[config.mk]
export PLATFORM = sky130hd
export DESIGN_NAME = tbo_front
export DESIGN_NICKNAME = d
export VERILOG_FILES = /design/src/sv/tbo_pkg.sv /design/src/sv/tbo_front.sv
export SDC_FILE = /design/constraint.sdc
export NUM_CORES = 2
export LEC_CHECK = 0
export ABC_CLOCK_PERIOD_IN_PS = 17750
export BUFFER_PORTS_ARGS = -buffer_cell sky130_fd_sc_hd__buf_2
export CAP_MARGIN = 10
export CORE_AREA = 2 2 378 380
export CTS_BUF_LIST = sky130_fd_sc_hd__clkbuf_16
export CTS_CLUSTER_DIAMETER = 100
export DETAILED_ROUTE_END_ITERATION = 6
export DIE_AREA = 0 0 380 382
export PLACE_DENSITY_LB_ADDON = 0.2
export SETUP_SLACK_MARGIN = 0.2
export SYNTH_ARGS = -nofsm -noshare
export SYNTH_HDL_FRONTEND = slang
export SYNTH_SLANG_ARGS = --single-unit
[constraint.sdc]
create_clock -name clk -period 17.75 [get_ports clk]
set_input_delay 3.55 -clock clk [delete_from_list [all_inputs] [get_ports clk]]
set_output_delay 3.55 -clock clk [all_outputs]
set_load 0.03 [all_outputs]
[src/sv/tbo_pkg.sv]
`default_nettype none
package tbo_pkg;

  localparam int COORD_BITS_DEF = 24;
  localparam int HALF_BITS      = 23;
  localparam logic [HALF_BITS-1:0] HALF_RESET = 23'd2048;

  localparam int CFG_IDX_W = 2;
  localparam logic [CFG_IDX_W-1:0] CFG_HALF_X = 2'd0;
  localparam logic [CFG_IDX_W-1:0] CFG_HALF_Y = 2'd1;
  localparam logic [CFG_IDX_W-1:0] CFG_HALF_Z = 2'd2;

  localparam int Q_DEPTH_DEF = 4;
  localparam int OUT_W       = 8;

  typedef struct packed {
    logic full;
    logic empty;
  } q_stat_t;

endpackage
`default_nettype wire

[src/sv/tbo_front.sv]
`default_nettype none
module tbo_front import tbo_pkg::*; #(
  parameter  int COORD_BITS = COORD_BITS_DEF,
  localparam int VW         = COORD_BITS + 1,
  localparam int IN_W       = ((12 * COORD_BITS + 7) / 8) * 8,
  localparam int ITEM_W     = 27 * VW
) (
  input  wire logic              clk,
  input  wire logic              rst_n,
  input  wire logic              in_valid,
  output logic                   in_ready,
  input  wire logic [IN_W-1:0]   in_data,
  input  wire q_stat_t           q_stat,
  output logic                   q_push,
  output logic [ITEM_W-1:0]      q_item
);

  logic signed [COORD_BITS-1:0] crd [12];
  logic signed [VW-1:0] v_nxt [3][3];
  logic signed [VW-1:0] e_nxt [3][3];
  logic signed [VW-1:0] v_r   [3][3];
  logic signed [VW-1:0] e_r   [3][3];
  logic        [VW-1:0] ae    [3][3];
  logic                 valid_r;
  logic                 adv;

  always_comb begin
    for (int f = 0; f < 12; f++) begin
      crd[f] = in_data[f*COORD_BITS +: COORD_BITS];
    end
    // Edges are taken straight from the vertices; the centre cancels out.
    for (int i = 0; i < 3; i++) begin
      for (int k = 0; k < 3; k++) begin
        v_nxt[i][k] = VW'(crd[i*3+k]) - VW'(crd[9+k]);
        e_nxt[i][k] = VW'(crd[((i+1)%3)*3+k]) - VW'(crd[i*3+k]);
      end
    end
  end

  always_comb begin
    for (int i = 0; i < 3; i++) begin
      for (int k = 0; k < 3; k++) begin
        ae[i][k] = e_r[i][k][VW-1] ? VW'(-e_r[i][k]) : VW'(e_r[i][k]);
        q_item[(i*3+k)*VW +: VW]      = v_r[i][k];
        q_item[(9+i*3+k)*VW +: VW]    = e_r[i][k];
        q_item[(18+i*3+k)*VW +: VW]   = ae[i][k];
      end
    end
  end

  assign adv      = !valid_r || !q_stat.full;
  assign in_ready = adv;
  assign q_push   = valid_r && !q_stat.full;

  always_ff @(posedge clk) begin
    if (!rst_n) begin
      valid_r <= 1'b0;
    end else if (adv) begin
      valid_r <= in_valid;
    end
  end

  always_ff @(posedge clk) begin
    if (adv && in_valid) begin
      v_r <= v_nxt;
      e_r <= e_nxt;
    end
  end

endmodule
`default_nettype wire

# == Word level (Yosys, flattened, before mapping) ==
# Index checks and enable logic that the tools add are counted.
# Widths: inputs -> output; s select.
# op_classes
add_sub_neg,27
n_eq_ne,0
multipliers,0
div_mod_pow,0
n_reduce_logical,5
order_cmp,0
n_bitwise,0
muxes,9
n_shift,0
# ops
operator,count
$sub 24x24->25,18
$mux 25,9
$neg 25->25,9
$logic_and 1x1->1,2
$logic_not 1->1,2
$logic_or 1x1->1,1
# word_totals
input_bits,293
ram_bits,0
rom_bits,0
latch_bits,0
mem_count,0
out_inout_bits,677
reg_bits,451

# == Longest topological paths before layout ==
# logic_depth
word_depth,3
mapped_depth,12
depth_no_buf,12

# == Worst setup path before layout ==
# OpenSTA, ideal clock, no wires.
# synth_path
kind,input-to-reg
startpoint,input q_stat[1] (netlist bit)
endpoint,"register v_r, in the netlist q_item[0] (enable)"
stages,2
setup_slack_ns,2.878
n_path_buf,0
setup_ns,0.870
t_required_ns,16.880
t_arrival_ns,14.003
path_cell_list,nand2_1 and2_1
# synth_between
elab_chain_cells,3
# synth_lines
element,line,rtl
start: declaration,tbo_front.sv:13,"input wire q_stat_t q_stat,"
$logic_not 1->1,tbo_front.sv:51,assign adv = !valid_r || !q_stat.full;
$logic_or 1x1->1,tbo_front.sv:51,
$logic_and 1x1->1,tbo_front.sv:64,if (adv && in_valid) begin
end signal: assignment,tbo_front.sv:65,v_r <= v_nxt;
end: declaration,tbo_front.sv:21,logic signed [VW-1:0] v_r [3][3];
# Every way passes these cells.
# A chain may end at the register's enable or synchronous reset.

# == Worst setup path after layout ==
# layout_path
startpoint,input q_stat[1] (netlist bit)
endpoint,output q_push
# layout_between
elab_chain_cells,2
# layout_lines
element,line,rtl
$logic_not 1->1,tbo_front.sv:53,assign q_push = valid_r && !q_stat.full;
$logic_and 1x1->1,tbo_front.sv:53,
end: declaration,tbo_front.sv:14,"output logic q_push,"
# Every way passes these cells.

==> impl_metrics.yaml <==
status:
  status: "finished, final reports clean"
power_and_ir_drop:
  total_leakage_power_nw: 21.86
  peakVddDrop_uv: 73.84
  pwr_density_cell_nw_per_um2: 99.91
  power_mw: 4.807
detailed_routing:
  route.detailed.drc: 0
  antenna_left: 0
  wl_per_cell_um: 23.18
  wl_um: 164800
  routed-via-count: 35840
  firstDrtPassIters: 5
  first_iter_violations: 2626
  routed_via_density: 5.041
sta:
  fin_crit_ns: 7.543
  rsz0062_at_grt: "false"
  relSlewSlack_pct: 22.96
  finalSetupViolations: 0
  drv_slew: 0
  fin_crit_sh_pct: 42.49
  tightest_slew_ns: 1.156
  final-hold-violation-count: 0
  worst_slack_ns: 10.21
  tns_ns: 0
  max_freq_mhz: 132.6
  fin_skew_ns: 0.03237
global_route:
  grt_start_max_net_pins: 152
  grt_pass1_vias: 34460
  grt.met3_usage_pct: 3.412
  grtUsageMet2_pct: 35.99
  grt_pass1_wl_um: 233200
  use_met1_pct: 28.37
  overflow: 0
  track_usage_pct: 21.66
  antenna_found_initial: 30
  busiest_layer: "met2"
logic_synthesis:
  synth_most_common_cell: "edfxtp_1"
  synth_area_leader_cell: "edfxtp_1"
  ys_types: 68
  synth_nets: 4912
  seq_area_frac_synth_pct: 34.90
  avgSynthCellArea_um2: 9.321
  yosys.area.top_type_share_pct: 34.85
  ys_ff_latch: 451
  synth_common_cells: "edfxtp_1 (450), ha_1 (441), inv_1 (423), xnor2_1 (415), a21oi_1 (306)"
  synth-main-ff-cell: "edfxtp_1"
  synth_edf_count: 450
  async_reset_ff_share_pct: 0
  yosys_warnings: 0
  synthesis.area_um2: 38770
  ys_top_cells_by_area: "edfxtp_1 (35%), ha_1 (14%), xnor2_1 (9.4%)"
  synth_cells: 4160
cells_and_area:
  stdcell_count: 7109
  fin_util_pct: 34.15
  nets: 5904
  fillCellCount: 14750
  area_delta_synth_final_pct: 24.09
  drive_gt1_share_pct: 21.48
die:
  core_um2: 140900
  start_util_pct: 27.52
  design.die.area_um2: 145200
  core.rowCount: 138
  die_h_um: 382
  die_w_um: 380
  pin_count: 970
clock_network:
  postCtsSetupBuffers: 0
  cts_tree: "built"
  htree_levels: 3
  cts_sinks: 451
  cts_buffer_depth: 3
  clk_pin_slew_ns: 0.05
  holdBufCountCts: 0
  numCtsBuffers: 67
  cts.root.buffer_cell: "clkbuf_16"
  cts_resized: 0
  clk_latency_ns: 0.65
worst_setup_path:
  worstSetupStartpointType: "input pin"
  cp.required_ns: 14.20
  end_kind: "output pin"
  cp_max_fo: 3
  critPathKind: "input pin to output pin"
  r2r_cells: 5
  arrival_ns: 3.99
worst_hold_path:
  hold_depth: 2
  holdCritPathClass: "register to register"
placed_design:
  dp_hpwl_um: 138600
  routabilityCongestion: 0.9455
  pre_cts_ws_ns: 10.21
  place_inst: 6973
  portBuffers: 968
run:
  drv_cap: 0
==> stage by stage <==
stage | hold slack, ns | instance area [um^2]
floorplan | 0.4865 | 38770
global placement | 0.5125 | 45850
detailed placement | 0.5269 | 45850
CTS | 0.5448 | 48080
global route | 0.5776 | 48110
finish | 0.5427 | 48110
==> report_power, final <==
part	total [mW]	internal, mW	switching, mW
Clock	1.38	0.821	0.558
Sequential	1.54	1.38	0.162
Combinational	1.89	0.616	1.27
==> state kept, by name, indices dropped and copies added, names as in the netlist <==
signal / count
q_item: 450
valid_r: 1
==> per-layer routing <==
layer,routed length (um),share of wire [%]
met1,72710,44
met2,77050,47
met3,9770,5.9
met4,5278,3.2
met5,0,0
==> cells in the final DEF, fill, tap and decap left out, types with 36 or more instances in the layout <==
cell       count
a211oi_1      38
a21o_1       189
a21oi_1      306
and3_1        49
buf_2        968
clkbuf_16     70
edfxtp_1     450
ha_1         441
inv_1        434
nand2_1      268
nand2b_1      70
nand3_1       76
nand4_1       36
nor2_1       257
nor2b_1       82
nor3_1        61
o21a_1        59
o21ai_0      277
o31ai_1       54
xnor2_1      415
xor2_1       129
==> final timing paths <==
check	from	to	slack (ns)
hold reg to reg	valid_r	valid_r	0.54
setup / recovery	q_stat[1]	q_push	10.21
setup reg to reg	valid_r	q_item[367]	14.00
hold / removal	valid_r	valid_r	0.54
==> cell type report <==
class                           instances  area, um^2  share of cell area (%)
Timing Repair Buffer                  980        4947                   10.28
Clock inverter                         53       483.0                   1.004
Sequential cell                       451       13530                   28.13
Clock buffer                           70        1752                   3.641
Tap cell                             1890        2365                   4.915
Antenna cell                           13       32.53                 0.06761
Inverter                              423        1588                   3.300
Multi-Input combinational cell       3229       23410                   48.66
==> critical path: stages <==
cell	delay (ns)
buf_2	0.11
nor2b_1	0.12
buf_2	0.21
==> logic make-up (layout without fill, tap and decap cells) <==
kind of cell | Yosys count | after routing | synth area share [%]
compound gates | 1172 | 1172 | 19.38
xor+xnor | 544 | 544 | 12.29
fa+ha+maj | 459 | 459 | 15.16
buf+inv | 480 | 1526 | 4.734
flops | 451 | 451 | 34.90
mux | 6 | 6 | 0.1581
other cells | 0 | 13 | 0
simple gates | 1048 | 1048 | 13.38
Note: power is estimated with default switching activity, not from simulation.
