===== config.mk =====
export PLATFORM = sky130hd
export DESIGN_NAME = tbo_queue
export DESIGN_NICKNAME = d
export VERILOG_FILES = /design/src/sv/tbo_pkg.sv /design/src/sv/tbo_queue.sv
export SDC_FILE = /design/constraint.sdc
export NUM_CORES = 1
export LEC_CHECK = 0
export ABC_AREA = 1
export BUFFER_PORTS_ARGS = -buffer_cell sky130_fd_sc_hd__buf_2
export CORE_ASPECT_RATIO = 0.9
export CORE_UTILIZATION = 56
export CTS_CLUSTER_SIZE = 14
export DETAILED_ROUTE_END_ITERATION = 16
export PLACE_DENSITY = 0.86
export REMOVE_ABC_BUFFERS = 1
export SKIP_CTS_REPAIR_TIMING = 1
export SYNTH_ARGS = -nofsm -noshare
export SYNTH_HDL_FRONTEND = slang
export SYNTH_SLANG_ARGS = --single-unit
export TNS_END_PERCENT = 1

===== constraint.sdc =====
create_clock -name clk -period 1.8 [get_ports clk]
set_input_delay 0.36 -clock clk [delete_from_list [all_inputs] [get_ports clk]]
set_output_delay 0.36 -clock clk [all_outputs]
set_load 0.05 [all_outputs]

===== src/sv/tbo_pkg.sv =====
`default_nettype none
package tbo_pkg;

  localparam int COORD_BITS_DEF = 24;
  localparam int HALF_BITS      = 23;
  localparam logic [HALF_BITS-1:0] HALF_RESET = 23'd2048;

  localparam int CFG_IDX_W = 2;
  localparam logic [CFG_IDX_W-1:0] CFG_HALF_X = 2'd0;
  localparam logic [CFG_IDX_W-1:0] CFG_HALF_Y = 2'd1;
  localparam logic [CFG_IDX_W-1:0] CFG_HALF_Z = 2'd2;

  localparam int Q_DEPTH_DEF = 4;
  localparam int OUT_W       = 8;

  typedef struct packed {
    logic full;
    logic empty;
  } q_stat_t;

endpackage
`default_nettype wire


===== src/sv/tbo_queue.sv =====
`default_nettype none
module tbo_queue import tbo_pkg::*; #(
  parameter  int WIDTH = 8,
  parameter  int DEPTH = Q_DEPTH_DEF,
  localparam int PW    = (DEPTH > 1) ? $clog2(DEPTH) : 1,
  localparam int CW    = $clog2(DEPTH + 1)
) (
  input  wire logic             clk,
  input  wire logic             rst_n,
  input  wire logic             push,
  input  wire logic [WIDTH-1:0] push_data,
  input  wire logic             pop,
  output logic      [WIDTH-1:0] pop_data,
  output q_stat_t               stat
);

  logic [WIDTH-1:0] mem_r [DEPTH];
  logic [PW-1:0]    wr_ptr_r;
  logic [PW-1:0]    rd_ptr_r;
  logic [CW-1:0]    cnt_r;
  logic [CW-1:0]    cnt_nxt;

  assign stat.full  = (cnt_r == CW'(DEPTH));
  assign stat.empty = (cnt_r == '0);
  assign pop_data   = mem_r[rd_ptr_r];
  assign cnt_nxt    = cnt_r + CW'(push) - CW'(pop);

  always_ff @(posedge clk) begin
    if (!rst_n) begin
      wr_ptr_r <= '0;
      rd_ptr_r <= '0;
      cnt_r    <= '0;
    end else begin
      if (push) begin
        wr_ptr_r <= (wr_ptr_r == PW'(DEPTH-1)) ? '0 : wr_ptr_r + 1'b1;
      end
      if (pop) begin
        rd_ptr_r <= (rd_ptr_r == PW'(DEPTH-1)) ? '0 : rd_ptr_r + 1'b1;
      end
      cnt_r <= cnt_nxt;
    end
  end

  always_ff @(posedge clk) begin
    if (push) begin
      mem_r[wr_ptr_r] <= push_data;
    end
  end

endmodule
`default_nettype wire


# Word level (Yosys, flattened, before mapping)
# Memory sizes are Yosys's and may differ from the RTL's. A register that Yosys moved wholly into a read port is not among the register bits.
# Cells that the tools add are included.
# word_totals
out_inout_bits,10
ff_bits,7
wordCells,18
ram_bits,32
n_memories,1
inputBits,12
# mem_list
name,words,width,rd,rd_ports_with_merged_regs,wr,line,source
mem_r,4,8,1,1,1,tbo_queue.sv:17,logic [WIDTH-1:0] mem_r [DEPTH];
# op_classes
addsub,4
n_mux,6
n_eq_ne,3
n_reduce_logical,1
# op_table
operator,count
$mux 2,4
$add 2x1->2 const B,2
$eq 2x2->1 const B,2
$add 3x1->3,1
$eq 3x3->1 const B,1
$logic_not 3->1,1
$sub 3x1->3,1
$mux 1,2

# Depth between registers and ports, before layout
# Gate-level depths: netlist (run 1).
# logic_depth
ltp_word,4
depth_mapped,8
mapped_depth_nobuf,8

# Least setup slack after synthesis (run 1)
# Ideal clock, no wire load.
# synth_timing
kind,register -> output
from,reg cnt_r[1]
to,out stat[0] in the netlist's numbering
stages_incl_launch_ff,2
n_path_buf,0
slack_ns,0.043
t_arrival_ns,1.397
required_ns,1.440
path_cell_list,dfxtp_1 -> nor3_1
# synth_rtl
element,line,source
start: declaration,tbo_queue.sv:20,logic [CW-1:0] cnt_r;
start signal: assignment,tbo_queue.sv:40,cnt_r <= cnt_nxt;
end: declaration,tbo_queue.sv:14,output q_stat_t stat

==> results.sh, run 1 <==
export IMPL_drive_gt1_share_pct=16.9
export IMPL_clkLatencyLatePin_ps=330
export IMPL_crit_path_max_incr_delay_ps=340
export IMPL_syn2layout_area_growth_pct=11.8
export IMPL_period_minus_slack_ps=1720
export IMPL_placed_cell_area_sq_mm=0.00186
export IMPL_start_kind="flip-flop"
export IMPL_final_cell_mix="edfxtp_1, inv_1, nand2_1, buf_2, a21oi_1"
export IMPL_dp_cells=209
export IMPL_antenna_diode_count=0
export IMPL_min_period_over_period_pct=95.5
export IMPL_final_area_sq_mm=0.00194
export IMPL_layout_commonest_cell="edfxtp_1"
export IMPL_final_antenna_net_count=0
export IMPL_htreeDepth=2
export IMPL_crit_chain="buf_12 -> a21oi_1 -> o21ai_0 -> nand2_1 -> clkbuf_4"
export IMPL_final_nets=196
export IMPL_syn_area_per_cell_sq_um=11.4
export IMPL_gp_congestion=0.839
export IMPL_synthesis_area_sq_mm=0.00174
export IMPL_vias=1092
export IMPL_clockBufferDepth=2
export IMPL_slew_violations=0
export IMPL_cts_made_buffers=5
export IMPL_cp_end_kind="output pin"
export IMPL_grt_pass1_vias=959
export IMPL_drc=0
export IMPL_min_path_type="input pin to flip-flop"
export IMPL_cts_root_buffer="clkbuf_4"
export IMPL_pin_count=22
export IMPL_critPathBufInv=2
export IMPL_tightest_slew_ps=434
export IMPL_synth_cell_types=18
export IMPL_clk_pin_slew_worst_paths_ps=110
export IMPL_crit_type="flip-flop to output pin"
export IMPL_ys_warn_count=0
export IMPL_yosys_area_top_type="edfxtp_1"
export IMPL_critPathTopFamily="buffers and inverters"
export IMPL_hold_violations=0
export IMPL_die_area_sq_mm=0.00333
export IMPL_cts_tree="yes"
export IMPL_clock_sinks=41
export IMPL_wire_per_inst_microns=12.2
export IMPL_setup_viol=0
export IMPL_rows=18
export IMPL_avgViaCountPerCell=5.03
export IMPL_rsz0062_at_grt="true"
export IMPL_ys_seq_area_share_pct=65.7
export IMPL_start_util_pct=61.2
export IMPL_max_slew_margin_pct=71.1
export IMPL_drt_iter0_drc=32
export IMPL_outcome="finished clean"
export IMPL_first_pass_iters=4
export IMPL_coreArea_sq_mm=0.00284
export IMPL_grt_pass1_wl_mm=4.01
export IMPL_grt_max_degree=33
export IMPL_required_ps=1440
export IMPL_cp_arrival_ps=1360
export IMPL_instances_no_fill=217
export IMPL_grt_usage_pct=17.9
export IMPL_cp_max_fo=32
export IMPL_routed_wl_mm=2.66
export IMPL_p_leak_nw=0.850
export IMPL_grt_antenna_before_repair=0
export IMPL_synth_seq_cells=41
export IMPL_power_density_mw_per_mm2=1040
export IMPL_critPathSlowestCell="dfxtp_1"
export IMPL_finClkSkew_ps=9.44
export IMPL_fp_dieH_microns=54.9
export IMPL_port_buffers=21
export IMPL_grt_overflow=0
export IMPL_syn_instance_count=152
export IMPL_synth_area_top_cells="edfxtp_1, dfxtp_1, inv_1"
export IMPL_dp_hpwl_mm=1.81
export IMPL_max_clock_freq_ghz=0.582
export IMPL_netlist_area_leader_share_pct=55.3
export IMPL_vdd_drop_max_v=0.000637
export IMPL_die_w_microns=60.7
export IMPL_maxCapViolCount=0
[synth_stat cells]
master and instances:
nor3_1 2, ha_1 7, o211ai_1 8, xnor2_1 1
dfxtp_1 9, buf_2 1, nor2_1 7, buf_4 1
edfxtp_1 32, nand2_1 27, a21oi_1 10, nand3_1 1
inv_1 31, fa_1 1, a21oi_2 1, buf_6 4
o21ai_0 8, o21ai_1 1
[flip-flops by register name, summed over array words and instances (netlist names), named ones only]
name and cells:
cnt_r 3, mem_r 32, wr_ptr_r 2, rd_ptr_r 2
[logic make-up (layout without fill, tap and decap cells)]
logic type / after synthesis / in the layout / synth area share [%]
compound gates: 28 / 28 / 9.43
xor+xnor: 1 / 1 / 0.504
fa+ha+maj: 8 / 8 / 6.19
buf+inv: 37 / 62 / 10.0
flops: 41 / 41 / 65.7
simple gates: 37 / 37 / 8.21
[area by class of cell]
type                    instances  area, sq um
repair buffers                 23          154
well taps                      40         50.0
inverters                      31          116
multi-input cells              74          423
flip-flops and latches         41         1140
clock buffers                   8         58.8
fillers                       225          895
[metal layers]
| layer | GRT usage, % | share of wire, % |
|---|---|---|
| met1 | 18.6 | 41 |
| met2 | 33.2 | 51 |
| met3 | 5.44 | 5.4 |
| met4 | 8.71 | 2.0 |
| met5 | 0 | 0 |
[path summary, 6_finish.rpt]
| kind | from | to | slack (ps) | depth (start not counted) |
|---|---|---|---|---|
| max reg2reg | cnt_r[0] | cnt_r[2] | 230 | 7 |
| min | push_data[1] | mem_r[2][1] | 230 | 1 |
| min reg2reg | rd_ptr_r[0] | rd_ptr_r[0] | 520 | 2 |
| max | flip-flop | pop_data[3] | 80 | 5 |
[where the power goes]
| group | leakage [nW] | internal (mW) | switching, mW |
|---|---|---|---|
| logic | 0.449 | 0.133 | 0.313 |
| registers | 0.369 | 1.08 | 0.0282 |
| clock network | 0.0326 | 0.193 | 0.263 |
[through the flow]
| stage | setup WS [ps] | total power, mW | hold WS (ps) | util [%] | setup TNS [ps] |
|---|---|---|---|---|---|
| final | 81.5 | 2.01 | 231 | 68.5 | 0 |
| after global routing | -17.0 | 2.11 | 217 | 68.5 | -20.9 |
| after floorplan | 43.0 | 1.45 | 453 | - | 0 |
| after CTS | 5.23 | 2.01 | 224 | 67.7 | 0 |
| after detailed placement | 135 | 1.57 | 512 | 65.7 | 0 |
| after global placement | 183 | 1.55 | 498 | 65.7 | 0 |
No activity file was read; power rests on OpenSTA's default activity.
==> run 2: changes to the inputs <==
REMOVE_ABC_BUFFERS = default   (was 1)
==> results.sh, run 2 (same netlist as run 1, synthesis figures left out) <==
export IMPL_grt_pass1_vias=1012
export IMPL_dp_hpwl_mm=1.89
export IMPL_first_pass_iters=4
export IMPL_gp_congestion=0.774
export IMPL_grt_overflow=0
export IMPL_finClkSkew_ps=8.00
export IMPL_cp_max_fo=32
export IMPL_die_w_microns=60.7
export IMPL_met1_usage_pct=17.6
export IMPL_final_area_sq_mm=0.00194
export IMPL_required_ps=1440
export IMPL_avgViaCountPerCell=4.95
export IMPL_fp_dieH_microns=54.9
export IMPL_start_util_pct=61.2
export IMPL_coreArea_sq_mm=0.00284
export IMPL_period_minus_slack_ps=1730
export IMPL_vdd_drop_max_v=0.000614
export IMPL_final_cell_mix="edfxtp_1, inv_1, nand2_1, buf_2, a21oi_1"
export IMPL_cts_tree="yes"
export IMPL_clkLatencyLatePin_ps=340
export IMPL_htreeDepth=2
export IMPL_final_nets=196
export IMPL_clock_sinks=41
export IMPL_max_clock_freq_ghz=0.577
export IMPL_wire_per_inst_microns=12.6
export IMPL_crit_type="flip-flop to output pin"
export IMPL_die_area_sq_mm=0.00333
export IMPL_clk_pin_slew_worst_paths_ps=110
export IMPL_fill_cells=209
export IMPL_max_slew_margin_pct=73.5
export IMPL_power_total_mw=1.98
export IMPL_crit_chain="buf_12 -> a21oi_1 -> o21ai_0 -> nand2_1 -> buf_6"
export IMPL_cp_arrival_ps=1370
export IMPL_crit_path_max_incr_delay_ps=340
export IMPL_grt_antenna_before_repair=0
export IMPL_instances_no_fill=217
export IMPL_reg_top3="mem_r: 32 flops, cnt_r: 3 flops"
export IMPL_setup_viol=0
export IMPL_grt_busiest_layer="met2"
export IMPL_dp_cells=209
export IMPL_grt_pass1_wl_mm=4.12
export IMPL_slew_violations=0
export IMPL_largest_reg_flops=32
export IMPL_clockBufferDepth=2
export IMPL_drive_gt1_share_pct=17.5
export IMPL_rows=18
export IMPL_grt_usage_pct=18.4
export IMPL_rsz0062_at_grt="true"
export IMPL_min_period_over_period_pct=96.2
export IMPL_drc=0
export IMPL_tightest_slew_ps=397
export IMPL_grt_max_degree=33
export IMPL_outcome="finished clean"
export IMPL_p_leak_nw=0.850
export IMPL_layout_commonest_cell="edfxtp_1"
export IMPL_start_kind="flip-flop"
export IMPL_min_path_type="input pin to flip-flop"
export IMPL_final_antenna_net_count=0
export IMPL_antenna_diode_count=0
export IMPL_maxCapViolCount=0
export IMPL_cts_root_buffer="clkbuf_4"
export IMPL_pin_count=22
export IMPL_cp_end_kind="output pin"
export IMPL_drt_iter0_drc=24
export IMPL_hold_violations=0
export IMPL_vias=1075
export IMPL_power_density_mw_per_mm2=1020
export IMPL_critPathTopFamily="flip-flops"
export IMPL_gr_usage_met3_pct=7.80
export IMPL_syn_nets=172
export IMPL_met2_usage_pct=36.3
export IMPL_critPathBufInv=2
export IMPL_syn2layout_area_growth_pct=11.4
export IMPL_critPathSlowestCell="dfxtp_1"
export IMPL_timing_hold_ws_ps=235
export IMPL_cts_made_buffers=5
export IMPL_port_buffers=21
export IMPL_largest_register="mem_r"
export IMPL_placed_cell_area_sq_mm=0.00186
export IMPL_routed_wl_mm=2.74
[run 2: cell count changes in the layout (fill, tap and decap cells not counted), sizes merged]
cell	previous run	this run
buf	21	20
clkbuf	10	9
clkinv	0	2
[run 2: routing by layer]
layer | vias to the layer above | wire (microns)
met1 | 503 | 1110
met2 | 22 | 1480
met5 | - | 0
li1 | 548 | -
met3 | 2 | 133
met4 | 0 | 14
[run 2: final timing paths]
check                             startpoint          end  slack, ps  depth (start not counted)
worst max-delay path               flip-flop  pop_data[6]         70                          5
worst min-delay path            push_data[0]  mem_r[2][0]        240                          1
worst max register to register      cnt_r[0]     cnt_r[2]        220                          8
worst min register to register   rd_ptr_r[0]  rd_ptr_r[0]        510                          2
[run 2: final cells by class]
cell class              count  area [sq um]  share of cell area (%)
flip-flops and latches     41          1140                    58.9
well taps                  40          50.0                    2.58
repair buffers             23           155                    8.01
multi-input cells          74           423                    21.8
clock buffers               6          41.3                    2.13
clock inverters             2          10.0                   0.517
inverters                  31           116                    6.01
[run 2: report_power, final]
group | leakage, nW | switching, mW | internal, mW | total, mW
clock network | 0.0320 | 0.267 | 0.149 | 0.416
logic | 0.449 | 0.317 | 0.132 | 0.449
registers | 0.369 | 0.0300 | 1.08 | 1.11
[run 2: through the flow]
stage / setup TNS, ps / utilization [%] / setup slack [ps]
after floorplan: 0 / - / 43.0
after global placement: 0 / 65.7 / 190
after detailed placement: 0 / 65.7 / 155
after CTS: -47.4 / 67.5 / -47.4
after global routing: -44.4 / 68.3 / -31.4
final: 0 / 68.3 / 67.8
